$ cat config.mk
export PLATFORM = sky130hd
export DESIGN_NAME = ipv4_response_classifier
export DESIGN_NICKNAME = d
export VERILOG_FILES = /design/src/rtl/core/ipv4rc_pkg.sv /design/src/rtl/core/ipv4rc_capture.sv /design/src/rtl/core/ipv4_response_classifier.sv
export SDC_FILE = /design/constraint.sdc
export NUM_CORES = 1
export LEC_CHECK = 0
export ABC_AREA = 1
export BUFFER_PORTS_ARGS = -buffer_cell sky130_fd_sc_hd__clkbuf_2
export CORE_MARGIN = 1.5
export CORE_UTILIZATION = 50
export CTS_CLUSTER_DIAMETER = 40
export DETAILED_ROUTE_END_ITERATION = 10
export GPL_ROUTABILITY_DRIVEN = 0
export PLACE_DENSITY = 0.7
export SLEW_MARGIN = 20
export SYNTH_ARGS = -nofsm -noshare
export SYNTH_HDL_FRONTEND = slang
export SYNTH_HIERARCHICAL = 1
export SYNTH_SLANG_ARGS = --single-unit
$ cat constraint.sdc
create_clock -name clk -period 6.7 [get_ports clk]
set_clock_uncertainty 0.2 [all_clocks]
set_input_delay 1.005 -clock clk [delete_from_list [all_inputs] [get_ports clk]]
set_output_delay 1.005 -clock clk [all_outputs]
set_load 0.1 [all_outputs]
$ cat src/rtl/core/ipv4rc_pkg.sv
package ipv4rc_pkg;

    localparam int CAPTURE_BYTES_DEF = 256;

    // Configuration register indexes
    localparam logic [2:0] REG_MODE        = 3'd0;
    localparam logic [2:0] REG_TARGET_IP   = 3'd1;
    localparam logic [2:0] REG_LOCAL_PORT  = 3'd2;
    localparam logic [2:0] REG_REMOTE_PORT = 3'd3;
    localparam logic [2:0] REG_ECHO_ID     = 3'd4;

    // Match modes
    localparam logic [1:0] MODE_TCP  = 2'd0;
    localparam logic [1:0] MODE_ICMP = 2'd1;
    localparam logic [1:0] MODE_UDP  = 2'd2;

    localparam logic [7:0] PROTO_ICMP        = 8'd1;
    localparam logic [7:0] PROTO_TCP         = 8'd6;
    localparam logic [7:0] ICMP_ECHO_REPLY   = 8'd0;
    localparam logic [7:0] ICMP_UNREACHABLE  = 8'd3;
    localparam logic [7:0] ICMP_PORT_UNREACH = 8'd3;

    typedef enum logic [2:0] {
        VERDICT_NONE        = 3'd0,
        VERDICT_TCP_REPLY   = 3'd1,
        VERDICT_ECHO_REPLY  = 3'd2,
        VERDICT_UNREACHABLE = 3'd3,
        VERDICT_PORT_UNREACH = 3'd4
    } verdict_t;

    // Everything captured from one packet, taken on its last byte
    typedef struct packed {
        logic [1:0]  mode;
        logic        len_ge_20;
        logic        len_ge_hl_20;
        logic        len_ge_hl_8;
        logic        len_ge_hl_32;
        logic        len_ge_inner;
        logic [7:0]  protocol;
        logic [31:0] sender_ip;
        logic [15:0] first_word;
        logic [15:0] second_word;
        logic [7:0]  tcp_flags;
        logic [7:0]  msg_type;
        logic [7:0]  msg_code;
        logic [15:0] inner_dest_port;
    } snap_t;

endpackage

$ cat src/rtl/core/ipv4rc_capture.sv
module ipv4rc_capture #(
    parameter int CAPTURE_BYTES = ipv4rc_pkg::CAPTURE_BYTES_DEF
) (
    input  logic               clk,
    input  logic               rst_n,
    input  logic               in_valid,
    output logic               in_ready,
    input  logic [7:0]         in_byte,
    input  logic               in_last,
    input  logic [1:0]         mode,
    input  logic               snap_take,
    output logic               snap_valid,
    output ipv4rc_pkg::snap_t  snap
);

    localparam int CW = $clog2(CAPTURE_BYTES + 1);

    logic [CW-1:0] count_reg, count_next;
    logic [5:0]    hl_reg, hl_next;
    logic [7:0]    proto_reg, proto_next;
    logic [31:0]   src_reg, src_next;
    logic [15:0]   first_reg, first_next;
    logic [15:0]   second_reg, second_next;
    logic [7:0]    flags_reg, flags_next;
    logic [7:0]    type_reg, type_next;
    logic [7:0]    code_reg, code_next;
    logic [5:0]    ihl_reg, ihl_next;
    logic [15:0]   idp_reg, idp_next;

    logic              snap_valid_reg;
    ipv4rc_pkg::snap_t snap_reg, snap_next;

    logic          accept;
    logic          capture_en;
    logic [5:0]    hl_eff;
    logic [CW-1:0] pos, hl_w, ihl_w, wsel, inner, hl_n_w, ihl_n_w;

    assign in_ready = !snap_valid_reg || snap_take;
    assign accept   = in_valid && in_ready;
    assign pos      = count_reg;

    assign capture_en = count_reg < CW'(CAPTURE_BYTES);
    // Header length becomes known on byte zero and applies to that same byte
    assign hl_eff = (capture_en && count_reg == '0) ? {in_byte[3:0], 2'b00} : hl_reg;
    assign hl_w   = {{(CW-6){1'b0}}, hl_eff};
    assign ihl_w  = {{(CW-6){1'b0}}, ihl_reg};
    assign wsel   = (mode == ipv4rc_pkg::MODE_TCP) ? hl_w + CW'(2) : hl_w + CW'(4);
    assign inner  = hl_w + CW'(8) + ihl_w;

    always_comb
    begin
        count_next  = count_reg;
        hl_next     = hl_reg;
        proto_next  = proto_reg;
        src_next    = src_reg;
        first_next  = first_reg;
        second_next = second_reg;
        flags_next  = flags_reg;
        type_next   = type_reg;
        code_next   = code_reg;
        ihl_next    = ihl_reg;
        idp_next    = idp_reg;
        if (capture_en)
        begin
            count_next = count_reg + CW'(1);
            hl_next    = hl_eff;
            if (pos == CW'(9))
                proto_next = in_byte;
            if (pos == CW'(12))
                src_next[31:24] = in_byte;
            if (pos == CW'(13))
                src_next[23:16] = in_byte;
            if (pos == CW'(14))
                src_next[15:8] = in_byte;
            if (pos == CW'(15))
                src_next[7:0] = in_byte;
            if (pos == hl_w)
            begin
                first_next[15:8] = in_byte;
                type_next        = in_byte;
            end
            if (pos == hl_w + CW'(1))
            begin
                first_next[7:0] = in_byte;
                code_next       = in_byte;
            end
            if (pos == wsel)
                second_next[15:8] = in_byte;
            if (pos == wsel + CW'(1))
                second_next[7:0] = in_byte;
            if (pos == hl_w + CW'(13))
                flags_next = in_byte;
            if (pos == hl_w + CW'(8))
                ihl_next = {in_byte[3:0], 2'b00};
            if (pos == inner + CW'(2))
                idp_next[15:8] = in_byte;
            if (pos == inner + CW'(3))
                idp_next[7:0] = in_byte;
        end
    end

    assign hl_n_w  = {{(CW-6){1'b0}}, hl_next};
    assign ihl_n_w = {{(CW-6){1'b0}}, ihl_next};

    always_comb
    begin
        snap_next.mode            = mode;
        snap_next.len_ge_20       = count_next >= CW'(20);
        snap_next.len_ge_hl_20    = count_next >= hl_n_w + CW'(20);
        snap_next.len_ge_hl_8     = count_next >= hl_n_w + CW'(8);
        snap_next.len_ge_hl_32    = count_next >= hl_n_w + CW'(32);
        snap_next.len_ge_inner    = count_next >= hl_n_w + CW'(12) + ihl_n_w;
        snap_next.protocol        = proto_next;
        snap_next.sender_ip       = src_next;
        snap_next.first_word      = first_next;
        snap_next.second_word     = second_next;
        snap_next.tcp_flags       = flags_next;
        snap_next.msg_type        = type_next;
        snap_next.msg_code        = code_next;
        snap_next.inner_dest_port = idp_next;
    end

    always_ff @(posedge clk or negedge rst_n)
    begin
        if (!rst_n)
        begin
            count_reg  <= '0;
            hl_reg     <= '0;
            proto_reg  <= '0;
            src_reg    <= '0;
            first_reg  <= '0;
            second_reg <= '0;
            flags_reg  <= '0;
            type_reg   <= '0;
            code_reg   <= '0;
            ihl_reg    <= '0;
            idp_reg    <= '0;
        end
        else if (accept)
        begin
            // Drop per-packet state on the last byte, ready for the next packet
            if (in_last)
            begin
                count_reg  <= '0;
                hl_reg     <= '0;
                proto_reg  <= '0;
                src_reg    <= '0;
                first_reg  <= '0;
                second_reg <= '0;
                flags_reg  <= '0;
                type_reg   <= '0;
                code_reg   <= '0;
                ihl_reg    <= '0;
                idp_reg    <= '0;
            end
            else
            begin
                count_reg  <= count_next;
                hl_reg     <= hl_next;
                proto_reg  <= proto_next;
                src_reg    <= src_next;
                first_reg  <= first_next;
                second_reg <= second_next;
                flags_reg  <= flags_next;
                type_reg   <= type_next;
                code_reg   <= code_next;
                ihl_reg    <= ihl_next;
                idp_reg    <= idp_next;
            end
        end
    end

    always_ff @(posedge clk or negedge rst_n)
    begin
        if (!rst_n)
            snap_valid_reg <= 1'b0;
        else if (accept && in_last)
            snap_valid_reg <= 1'b1;
        else if (snap_take)
            snap_valid_reg <= 1'b0;
    end

    always_ff @(posedge clk)
    begin
        if (accept && in_last)
            snap_reg <= snap_next;
    end

    assign snap_valid = snap_valid_reg;
    assign snap       = snap_reg;

endmodule

$ cat src/rtl/core/ipv4_response_classifier.sv
// Accepts one packet byte per cycle while s_tready is high, with no gaps needed between packets.
// The edge that accepts a packet's last byte takes the packet snapshot; the
// verdict is registered from it once the m_ side is free and then presented
// on the m_ side. Throughput is one byte per cycle; the s_ side stalls only
// while both a snapshot and an unaccepted verdict are held.
// Reset clears the configuration, the per-packet capture state and both stages.
module ipv4_response_classifier #(
    parameter int CAPTURE_BYTES = ipv4rc_pkg::CAPTURE_BYTES_DEF
) (
    input  logic        clk,
    input  logic        rst_n,
    input  logic        s_tvalid,
    output logic        s_tready,
    input  logic [7:0]  s_tdata,   // [7:0] pkt_byte
    input  logic        s_tlast,   // last_byte
    output logic        m_tvalid,
    input  logic        m_tready,
    // [2:0] verdict, [10:3] reply_flags, [18:11] icmp_code_out,
    // [50:19] sender ip, [66:51] source_port_out, [71:67] zero
    output logic [71:0] m_tdata,
    input  logic        cfg_valid,
    output logic        cfg_ready,
    input  logic [2:0]  cfg_index,
    input  logic [31:0] cfg_data
);

    logic [1:0]  mode_reg;
    logic [31:0] target_ip_reg;
    logic [15:0] local_port_reg;
    logic [15:0] remote_port_reg;
    logic [15:0] echo_id_reg;

    logic              snap_valid;
    logic              snap_take;
    ipv4rc_pkg::snap_t snap;

    ipv4rc_pkg::verdict_t verdict_next;
    logic [7:0]  flags_next, code_next;
    logic [15:0] sport_next;
    logic        src_match;

    logic                 out_valid_reg;
    ipv4rc_pkg::verdict_t verdict_reg;
    logic [7:0]           flags_reg, code_reg;
    logic [31:0]          sender_ip_reg;
    logic [15:0]          sport_reg;

    assign cfg_ready = 1'b1;

    always_ff @(posedge clk or negedge rst_n)
    begin
        if (!rst_n)
        begin
            mode_reg        <= '0;
            target_ip_reg   <= '0;
            local_port_reg  <= '0;
            remote_port_reg <= '0;
            echo_id_reg     <= '0;
        end
        else if (cfg_valid)
        begin
            case (cfg_index)
                ipv4rc_pkg::REG_MODE:        mode_reg        <= cfg_data[1:0];
                ipv4rc_pkg::REG_TARGET_IP:   target_ip_reg   <= cfg_data;
                ipv4rc_pkg::REG_LOCAL_PORT:  local_port_reg  <= cfg_data[15:0];
                ipv4rc_pkg::REG_REMOTE_PORT: remote_port_reg <= cfg_data[15:0];
                ipv4rc_pkg::REG_ECHO_ID:     echo_id_reg     <= cfg_data[15:0];
                default: ;
            endcase
        end
    end

    assign snap_take = !out_valid_reg || m_tready;

    ipv4rc_capture #(
        .CAPTURE_BYTES(CAPTURE_BYTES)
    ) u_capture (
        .clk        (clk),
        .rst_n      (rst_n),
        .in_valid   (s_tvalid),
        .in_ready   (s_tready),
        .in_byte    (s_tdata),
        .in_last    (s_tlast),
        .mode       (mode_reg),
        .snap_take  (snap_take),
        .snap_valid (snap_valid),
        .snap       (snap)
    );

    assign src_match = snap.sender_ip == target_ip_reg;

    always_comb
    begin
        verdict_next = ipv4rc_pkg::VERDICT_NONE;
        flags_next   = '0;
        code_next    = '0;
        sport_next   = '0;
        case (snap.mode)
            ipv4rc_pkg::MODE_TCP:
            begin
                if (snap.len_ge_20 && snap.len_ge_hl_20 &&
                    snap.protocol == ipv4rc_pkg::PROTO_TCP && src_match &&
                    snap.first_word == remote_port_reg &&
                    snap.second_word == local_port_reg)
                begin
                    verdict_next = ipv4rc_pkg::VERDICT_TCP_REPLY;
                    flags_next   = snap.tcp_flags;
                    sport_next   = snap.first_word;
                end
            end
            ipv4rc_pkg::MODE_ICMP:
            begin
                if (snap.len_ge_20 && snap.len_ge_hl_8 &&
                    snap.protocol == ipv4rc_pkg::PROTO_ICMP)
                begin
                    if (snap.msg_type == ipv4rc_pkg::ICMP_ECHO_REPLY && src_match &&
                        snap.second_word == echo_id_reg)
                    begin
                        verdict_next = ipv4rc_pkg::VERDICT_ECHO_REPLY;
                        code_next    = snap.msg_code;
                    end
                    else if (snap.msg_type == ipv4rc_pkg::ICMP_UNREACHABLE)
                    begin
                        verdict_next = ipv4rc_pkg::VERDICT_UNREACHABLE;
                        code_next    = snap.msg_code;
                    end
                end
            end
            ipv4rc_pkg::MODE_UDP:
            begin
                // Source address is not checked: the reply comes from any router
                if (snap.len_ge_hl_8 && snap.protocol == ipv4rc_pkg::PROTO_ICMP &&
                    snap.msg_type == ipv4rc_pkg::ICMP_UNREACHABLE &&
                    snap.msg_code == ipv4rc_pkg::ICMP_PORT_UNREACH &&
                    snap.len_ge_hl_32 && snap.len_ge_inner &&
                    snap.inner_dest_port == remote_port_reg)
                begin
                    verdict_next = ipv4rc_pkg::VERDICT_PORT_UNREACH;
                    code_next    = snap.msg_code;
                end
            end
            default: ;
        endcase
    end

    always_ff @(posedge clk or negedge rst_n)
    begin
        if (!rst_n)
            out_valid_reg <= 1'b0;
        else if (snap_take)
            out_valid_reg <= snap_valid;
    end

    always_ff @(posedge clk)
    begin
        if (snap_take && snap_valid)
        begin
            verdict_reg   <= verdict_next;
            flags_reg     <= flags_next;
            code_reg      <= code_next;
            sender_ip_reg <= snap.sender_ip;
            sport_reg     <= sport_next;
        end
    end

    assign m_tvalid = out_valid_reg;
    assign m_tdata  = {5'b0, sport_reg, sender_ip_reg, code_reg, flags_reg, verdict_reg};

    a_last_to_snap: assert property (@(posedge clk) disable iff (!rst_n)
        s_tvalid && s_tready && s_tlast |=> snap_valid)
        else $error("last byte accepted without a packet snapshot");

    a_tcp_fields: assert property (@(posedge clk) disable iff (!rst_n)
        m_tvalid && verdict_reg != ipv4rc_pkg::VERDICT_TCP_REPLY |->
            flags_reg == 8'd0 && sport_reg == 16'd0)
        else $error("tcp fields set on a non-tcp verdict");

    a_code_field: assert property (@(posedge clk) disable iff (!rst_n)
        m_tvalid && (verdict_reg == ipv4rc_pkg::VERDICT_NONE ||
                     verdict_reg == ipv4rc_pkg::VERDICT_TCP_REPLY) |->
            code_reg == 8'd0)
        else $error("icmp code set on a non-icmp verdict");

    a_no_overrun: assert property (@(posedge clk) disable iff (!rst_n)
        snap_valid && out_valid_reg && !m_tready |-> !s_tready)
        else $error("request accepted with both stages full");

endmodule

# Word-level counts from Yosys, hierarchy flattened
# Index checks and enable logic that the tools add are counted.
# totals
mem_bits_rw	0
register_bits	403
latchBits	0
n_memories	0
romBits	0
word_cells	173
out_inout_bits	75
inputBits	49
# classes
n_mux	52
bitwise_logic	0
n_shift	0
addsub	15
n_lt_le_gt_ge	6
div_mod_pow	0
eq_ne	28
n_mul	0
n_reduce_logical	35
# op_table
operator	n
8-bit two-way mux	26
16-bit two-way mux	6
16-bit == test	4
32-bit two-way mux	2
9-bit == test	7
9-bit by 4-bit == test with 1-bit output (second input constant)	5
9-bit greater-or-equal comparator	4
6-bit two-way mux	6
32-bit == test	1
6-bit by 4-bit adder with 7-bit output (second input constant)	4
9-bit two-way mux	3
1-bit logical AND	19
9-bit by 1-bit adder with 9-bit output (second input constant)	2
9-bit by 2-bit adder with 9-bit output (second input constant)	2
9-bit by 6-bit adder with 9-bit output	2
8-bit by 2-bit == test with 1-bit output (second input constant)	2
8-bit case mux with 2 select lines	1
2-bit AND reduction	6
9-bit by 6-bit == test with 1-bit output	1
9-bit by 5-bit greater-or-equal comparator with 1-bit output (second input constant)	1
9-bit zero test	1
9-bit < comparator (second input constant)	1
3-bit case mux with 3 select lines	1
8-bit by 1-bit == test with 1-bit output (second input constant)	1
other kinds (20)	28

# Logic depth before layout (Yosys ltp)
# Gate-level depths: netlist of run 1.
# depth
word_depth	10
depth_mapped	32
mapped_depth_nobuf	29

# By module
# Netlist of run 1, hierarchy kept.
# by_module_without_submodules
module	instances	area_each_um2	cells_per_inst	seq_area_each_um2
ipv4rc_capture	1	13002.5	1433	6926.6
ipv4_response_classifier	1	7060.5	772	4088.9

# Worst setup path after synthesis of run 1
# Ideal clock, no wire load.
# synth_path
kind	input -> register
start	input m_tready
end	register u_capture.hl_reg[0]
stages	9
arrival_ns	8.109
path_slack_ns	-1.737
n_path_buf	0
setup_ns	0.128
required_time_ns	6.372
path_cell_list	inv_1 > nand2_1 > inv_1 > nand2_1 > nand2_1 > nor2_1 > inv_1 > o21ai_0 > nor2_1
# synth_between
elab_chain_len	3
# synth_rtl
item	line_no	text
from (decl)	ipv4_response_classifier.sv:17	input logic m_tready,
1-bit logical OR	ipv4_response_classifier.sv:73	assign snap_take = !out_valid_reg || m_tready;
named net snap_take	ipv4_response_classifier.sv:34	logic snap_take;
1-bit logical OR	ipv4rc_capture.sv:38	assign in_ready = !snap_valid_reg || snap_take;
named net s_tready	ipv4_response_classifier.sv:13	output logic s_tready,
1-bit logical AND	ipv4rc_capture.sv:39	assign accept = in_valid && in_ready;
to (signal assigned)	ipv4rc_capture.sv:159	hl_reg <= hl_next;
to (decl)	ipv4rc_capture.sv:19	logic [5:0] hl_reg, hl_next;
# The timed path passes the listed nets, and every way through them passes these cells.
# A chain may end at the register's enable or synchronous reset.

==> impl_metrics.env, run 1 <==
export IMPL_status="finished, final reports clean"
export IMPL_yosys_warnings=6
export IMPL_reg2reg_from="u_capture/count_reg[1]"
export IMPL_drcViolationCount=0
export IMPL_startpoint="u_capture/count_reg[1]"
export IMPL_start_util_pct=50.6
export IMPL_synth_main_ff_cell="dfrtp_1"
export IMPL_hold_buffers=0
export IMPL_cap_viol_max_count=0
export IMPL_setup_viol=0
export IMPL_synth_adder_area_share_pct=4.13
export IMPL_r2r_setup_slack_ns=0.64
export IMPL_num_vias=15400
export IMPL_synth_area_mux_share_pct=0.449
export IMPL_die_w_um=203
export IMPL_drtIter0Drc=1516
export IMPL_cts_made_buffers=55
export IMPL_syn2layout_area_growth_pct=15.0
export IMPL_start_kind="flop"
export IMPL_drtAntennaViolNets=0
export IMPL_max_vdd_ir_drop_mv=0.185
export IMPL_grt_max_degree=140
export IMPL_grt_pass1_wl_um=81600
export IMPL_antenna_found_initial=0
export IMPL_regArea_um2=11000
export IMPL_port_buffers=117
export IMPL_vias_per_cell=5.33
export IMPL_cts_tree="done"
export IMPL_synthXorXnorAreaFrac_pct=4.44
export IMPL_root_buffer="clkbuf_16"
export IMPL_postCtsResizedCells=0
export IMPL_syn_inst=2205
export IMPL_timing_rr_end="u_capture/snap[112]"
export IMPL_synth_simple_area_share_pct=19.1
export IMPL_critPathKind="reg2reg"
export IMPL_die_h_um=203
export IMPL_h_tree_depth=2
export IMPL_final_common_cell="nand2_1"
export IMPL_netlist_area_um2=20100
export IMPL_fin_nets=2440
export IMPL_postCtsSetupRepairBufs=0
export IMPL_p_switching_mw=2.62
export IMPL_crit_fanout=11
export IMPL_cts_max_path_buffers=3
export IMPL_ios=124
export IMPL_p_leak_nw=11.5
export IMPL_power_density_nw_per_um2=340
export IMPL_finalHoldViolations=0
export IMPL_p_comb_share_pct=22.8
export IMPL_fp_coreArea_um2=39600
export IMPL_yosysSeqAreaShare_pct=54.9
export IMPL_tightest_slew_ns=1.06
export IMPL_cts_clk_slew_worst_paths_ns=0.06
export IMPL_slowest_delay_ns=0.48
export IMPL_synth_top_family_by_area="simple AND/OR/NAND/NOR gates"
export IMPL_crit_family="simple AND/OR/NAND/NOR gates"
export IMPL_timing_fmax_mhz=165
export IMPL_num_rows=73
export IMPL_arrival_ns=6.21
export IMPL_clk_latency_ns=0.60
export IMPL_synth_compound_area_share_pct=9.00
export IMPL_maxSlewViolCount=0
export IMPL_switching_share_pct=33.5
export IMPL_r2r_cells=28
export IMPL_layout_cells_most_common_list="nand2_1, inv_1, dfrtp_1"
export IMPL_cts_sinks=403
export IMPL_syn_avg_cell_area_um2=9.10
export IMPL_internal_power_mw=5.21
export IMPL_min_path_type="in2async"
export IMPL_synth_distinct_cells=60
export IMPL_multi_input_area_um2=7500
export IMPL_crit_path_top_delay_cell="dfrtp_1"
export IMPL_rsz0062_at_grt="false"
export IMPL_diodes=0
export IMPL_firstDrtPassIters=6
export IMPL_largest_reg_flops=119
export IMPL_finalSetupTns_ns=0
export IMPL_layout_min_cycle_time_ns=6.06
export IMPL_ys_ff_latch=403
export IMPL_grt_overflow=0
export IMPL_die_area_um2=41300
export IMPL_synth_edff_count=186
export IMPL_drive_gt1_share_pct=13.0
export IMPL_dp_hpwl_um=35300
export IMPL_p_clk_share_pct=38.1
export IMPL_min_period_over_period_pct=90.5
export IMPL_synthArstFlopShare_pct=53.8
export IMPL_nFillCells=3330
export IMPL_total_power_mw=7.83
export IMPL_drt_total_wl_um=51300
export IMPL_crit_path_end_kind="flop"
export IMPL_cp_num_buf_inv=4
export IMPL_p_seq_share_pct=39.2
export IMPL_crit_path_end="u_capture/snap[112]"
export IMPL_detail_route_wl_per_cell_um=17.7
export IMPL_grt_pass1_vias=15000
export IMPL_slew_headroom_pct=29.2
export IMPL_cp_num_cells=28
export IMPL_grt_usage_pct=25.3
export IMPL_cp_required_ns=6.85
layout make-up:
cell class,instances,share of cell area (%)
Tap cell,525,2.85
Clock buffer,65,6.44
Multi-Input combinational cell,1401,32.5
Timing Repair Buffer,130,3.16
Sequential cell,403,47.8
Clock inverter,39,1.83
Inverter,335,5.45
worst reg2reg max path, delay by kind of cell, from the launching register on:
| family | cells | cell delay, ns |
|---|---|---|
| compound gates | 6 | 1.36 |
| xor+xnor | 1 | 0.17 |
| fa+ha+maj | 5 | 1.38 |
| buf+inv | 4 | 0.38 |
| flops | 1 | 0.48 |
| simple gates | 12 | 1.87 |
cells in the mapped netlist (all sizes together) (2+ instances only):
| library cell | instances | area, um2 |
|---|---|---|
| a21oi | 57 | 330 |
| a22o | 2 | 17.5 |
| a31oi | 3 | 18.8 |
| and2 | 17 | 106 |
| buf | 20 | 145 |
| clkbuf | 49 | 184 |
| clkinv | 4 | 15.0 |
| conb | 2 | 7.51 |
| dfrtp | 217 | 5430 |
| edfxtp | 186 | 5590 |
| fa | 2 | 40.0 |
| ha | 63 | 788 |
| inv | 331 | 1240 |
| mux2 | 8 | 90.1 |
| nand2 | 586 | 2270 |
| nand3 | 84 | 448 |
| nand3b | 5 | 37.5 |
| nand4 | 24 | 150 |
| nor2 | 165 | 661 |
| nor3 | 13 | 75.1 |
| nor4 | 5 | 37.5 |
| o211ai | 3 | 22.5 |
| o21ai | 192 | 987 |
| o21bai | 4 | 30.0 |
| o22ai | 53 | 332 |
| or2 | 5 | 31.3 |
| xnor2 | 42 | 375 |
| xor2 | 52 | 515 |
routing by layer:
metal / vias up / track usage (%) / wire (um)
met2: 572 / 41.1 / 24100
met4: 0 / 8.94 / 1710
li1: 7357 / - / -
met3: 116 / 3.80 / 3510
met5: - / 0 / 0
met1: 7402 / 34.7 / 21900
power groups by stage:
stage	clock [mW]	combinational (mW)	sequential, mW
2_1_floorplan	0	1.17	3.24
3_3_place_gp	0	1.70	3.10
3_5_place_dp	0	1.76	3.10
4_1_cts	3.02	1.77	3.06
5_1_grt	3.11	2.00	3.09
6_report	2.98	1.78	3.07
how the worst min path moves through the flow:
| stage | from | endpoint | slack [ns] | cells past startpoint |
|---|---|---|---|---|
| global placement | u_capture/idp_reg[4] | u_capture/idp_reg[4] | 0.26 | 2 |
| floorplan | u_capture/snap_valid | m_tvalid | 0.25 | 2 |
| CTS | rst_n | u_capture/hl_reg[5] | 0.21 | 1 |
| finish | rst_n | u_capture/ihl_reg[1] | 0.19 | 1 |
| detailed placement | u_capture/idp_reg[9] | u_capture/idp_reg[9] | 0.26 | 2 |
| global route | rst_n | u_capture/hl_reg[5] | 0.23 | 1 |
logic make-up after synthesis:
group | count (synthesis)
other cells | 2
buf+inv | 405
mux | 8
simple gates | 906
fa+ha+maj | 65
compound gates | 322
flops | 403
xor+xnor | 94
metrics by stage:
step	hold WS (ns)	instance area, um2	worst slack (ns)	utilization (%)	cells
2_1_floorplan	0.247	20100	0.413	-	2209
3_3_place_gp	0.261	21100	0.809	53.3	2792
3_5_place_dp	0.265	21100	0.536	53.3	2793
4_1_cts	0.207	23100	0.724	58.1	2897
5_1_grt	0.226	23100	0.221	58.2	2898
6_report	0.185	23100	0.636	58.2	2898
Power figures use the tool's default switching activity.
==> run 2, diff against run 1 <==
--- a/config.mk
+++ b/config.mk
@@ -8,11 +8,11 @@
 export ABC_AREA = 1
 export BUFFER_PORTS_ARGS = -buffer_cell sky130_fd_sc_hd__clkbuf_2
 export CORE_MARGIN = 1.5
-export CORE_UTILIZATION = 50
+export CORE_UTILIZATION = 40
 export CTS_CLUSTER_DIAMETER = 40
 export DETAILED_ROUTE_END_ITERATION = 10
 export GPL_ROUTABILITY_DRIVEN = 0
-export PLACE_DENSITY = 0.7
+export MAX_ROUTING_LAYER = met4
 export SLEW_MARGIN = 20
 export SYNTH_ARGS = -nofsm -noshare
 export SYNTH_HDL_FRONTEND = slang
==> run 2 against run 1 <==
Effect of this change:
- final cell count up 5.1%
- fmax increased by 1.6%
- non-clock buffer count is 1 higher
- hold slack lost 0.051 ns
- total power is 4.0% higher
- global-route usage down 3.9 points
- count of clock-buffer cells in the layout increased by 4
- clock power increased by 11%
- core utilization shrank 10 points
- design area rose by 1.9%
- flip-flop and latch count stayed put
- sequential share of layout area is 0.88 points lower
==> impl_metrics.env, run 2 (synthesis gave the netlist of run 1 again) <==
export IMPL_drive_gt1_share_pct=13.3
export IMPL_switching_share_pct=32.6
export IMPL_internal_power_mw=5.49
export IMPL_detail_route_wl_per_cell_um=17.3
export IMPL_p_seq_share_pct=37.6
export IMPL_cts_made_buffers=60
export IMPL_grt_usage_pct=21.4
export IMPL_p_switching_mw=2.66
export IMPL_clk_latency_ns=0.61
export IMPL_total_power_mw=8.15
export IMPL_fp_coreArea_um2=49300
export IMPL_stdcell_area_um2=23500
export IMPL_largest_reg_flops=119
export IMPL_critPathKind="reg2reg"
export IMPL_min_period_over_period_pct=89.1
export IMPL_timing_fmax_mhz=168
export IMPL_slew_headroom_pct=26.8
export IMPL_h_tree_depth=2
export IMPL_fin_util_pct=47.7
export IMPL_drcViolationCount=0
export IMPL_final_common_cell="nand2_1"
export IMPL_cts_tree="done"
export IMPL_dp_hpwl_um=36600
export IMPL_num_rows=81
export IMPL_tightest_slew_ns=1.10
export IMPL_maxSlewViolCount=0
export IMPL_diodes=0
export IMPL_cts_max_path_buffers=3
export IMPL_pre_cts_ws_ns=0.591
export IMPL_rsz0062_at_grt="false"
export IMPL_grt_max_degree=159
export IMPL_cts_sinks=403
export IMPL_vias_per_cell=5.00
export IMPL_grt_pass1_vias=14700
export IMPL_p_comb_share_pct=21.9
export IMPL_layout_setup_ws_ns=0.732
export IMPL_dpl_cell_area_um2=21300
export IMPL_power_density_nw_per_um2=347
export IMPL_postCtsSetupRepairBufs=0
export IMPL_crit_path_end_kind="flop"
export IMPL_hold_buffers=0
export IMPL_crit_path_top_delay_cell="dfrtp_1"
export IMPL_layout_cells_most_common_list="nand2_1, inv_1, dfrtp_1"
export IMPL_antenna_found_initial=2
export IMPL_crit_fanout=11
export IMPL_die_h_um=227
export IMPL_syn2layout_area_growth_pct=17.1
export IMPL_grt_overflow=0
export IMPL_reg2reg_from="u_capture/count_reg[1]"
export IMPL_finalHoldViolations=0
export IMPL_postCtsResizedCells=0
export IMPL_setup_viol=0
export IMPL_start_util_pct=40.7
export IMPL_fin_nets=2446
export IMPL_slowest_delay_ns=0.47
export IMPL_grt_pass1_wl_um=81800
export IMPL_firstDrtPassIters=6
export IMPL_p_clk_share_pct=40.5
export IMPL_arrival_ns=6.10
export IMPL_die_w_um=227
export IMPL_min_path_type="in2async"
export IMPL_die_area_um2=51500
export IMPL_max_vdd_ir_drop_mv=0.230
export IMPL_ios=124
export IMPL_port_buffers=117
export IMPL_root_buffer="clkbuf_16"
export IMPL_r2r_cells=28
export IMPL_drtAntennaViolNets=0
export IMPL_start_kind="flop"
export IMPL_status="finished, final reports clean"
export IMPL_drtIter0Drc=1415
export IMPL_timing_rr_end="u_capture/snap[112]"
export IMPL_finalSetupTns_ns=0
export IMPL_r2r_setup_slack_ns=0.73
export IMPL_drt_total_wl_um=52600
export IMPL_cts_clk_slew_worst_paths_ns=0.05
export IMPL_cap_viol_max_count=0
export IMPL_cp_required_ns=6.84
export IMPL_p_leak_nw=11.6
export IMPL_num_vias=15200
export IMPL_layout_min_cycle_time_ns=5.97
[run 2: cell count changes in the layout (fill, tap and decap cells not counted), moves of 2 or more]
| cell | previous run | this run |
|---|---|---|
| clkinv_2 | 9 | 5 |
| clkinv_1 | 4 | 7 |
| bufinv_16 | 4 | 8 |
| inv_8 | 3 | 8 |
| clkbuf_16 | 57 | 61 |
| clkinv_8 | 3 | 1 |
| inv_6 | 8 | 6 |
[run 2: through the flow]
step                cells  hold slack, ns
global placement     2932           0.261
finish               3047           0.135
CTS                  3046           0.147
floorplan            2209           0.247
global route         3047           0.172
detailed placement   2933           0.265
[run 2: power by group through the flow]
stage	logic [mW]	registers (mW)	clock network (mW)
2_1_floorplan	1.17	3.24	0
3_3_place_gp	1.73	3.10	0
3_5_place_dp	1.77	3.11	0
4_1_cts	1.78	3.06	3.37
5_1_grt	2.00	3.09	3.47
6_report	1.78	3.06	3.30
[run 2: critical path: cells and delay by family, from the launching register on]
kind,cells,cell delay (ns)
xor+xnor,1,0.18
compound gates,6,1.30
simple gates,12,1.84
buf+inv,4,0.38
fa+ha+maj,5,1.34
flops,1,0.47
[run 2: how the worst max path moves through the flow]
stage	startpoint	to	slack (ns)	cells after the start
floorplan	m_tready	u_capture/hl_reg[0]	0.41	9
global placement	s_tdata[1]	u_capture/snap[112]	0.80	25
detailed placement	s_tdata[0]	u_capture/snap[112]	0.59	22
CTS	u_capture/count_reg[1]	u_capture/snap[112]	0.76	28
global route	u_capture/count_reg[1]	u_capture/snap[112]	0.28	28
finish	u_capture/count_reg[1]	u_capture/snap[112]	0.73	28
[run 2: routing by layer]
layer,global-route usage (%),vias to the layer above,wire length [um]
met1,28.5,7193,23100
met5,-,-,0
met2,33.3,533,24400
met4,7.14,0,1610
met3,3.59,118,3490
li1,-,7387,-
[run 2: area by class of cell]
cell class / instances / area [um2]
Tap cell: 664 / 831
Clock inverter: 44 / 548
Timing Repair Buffer: 131 / 749
Inverter: 335 / 1260
Sequential cell: 403 / 11000
Multi-Input combinational cell: 1401 / 7500
Fill cell: 4618 / 25800
Clock buffer: 69 / 1600
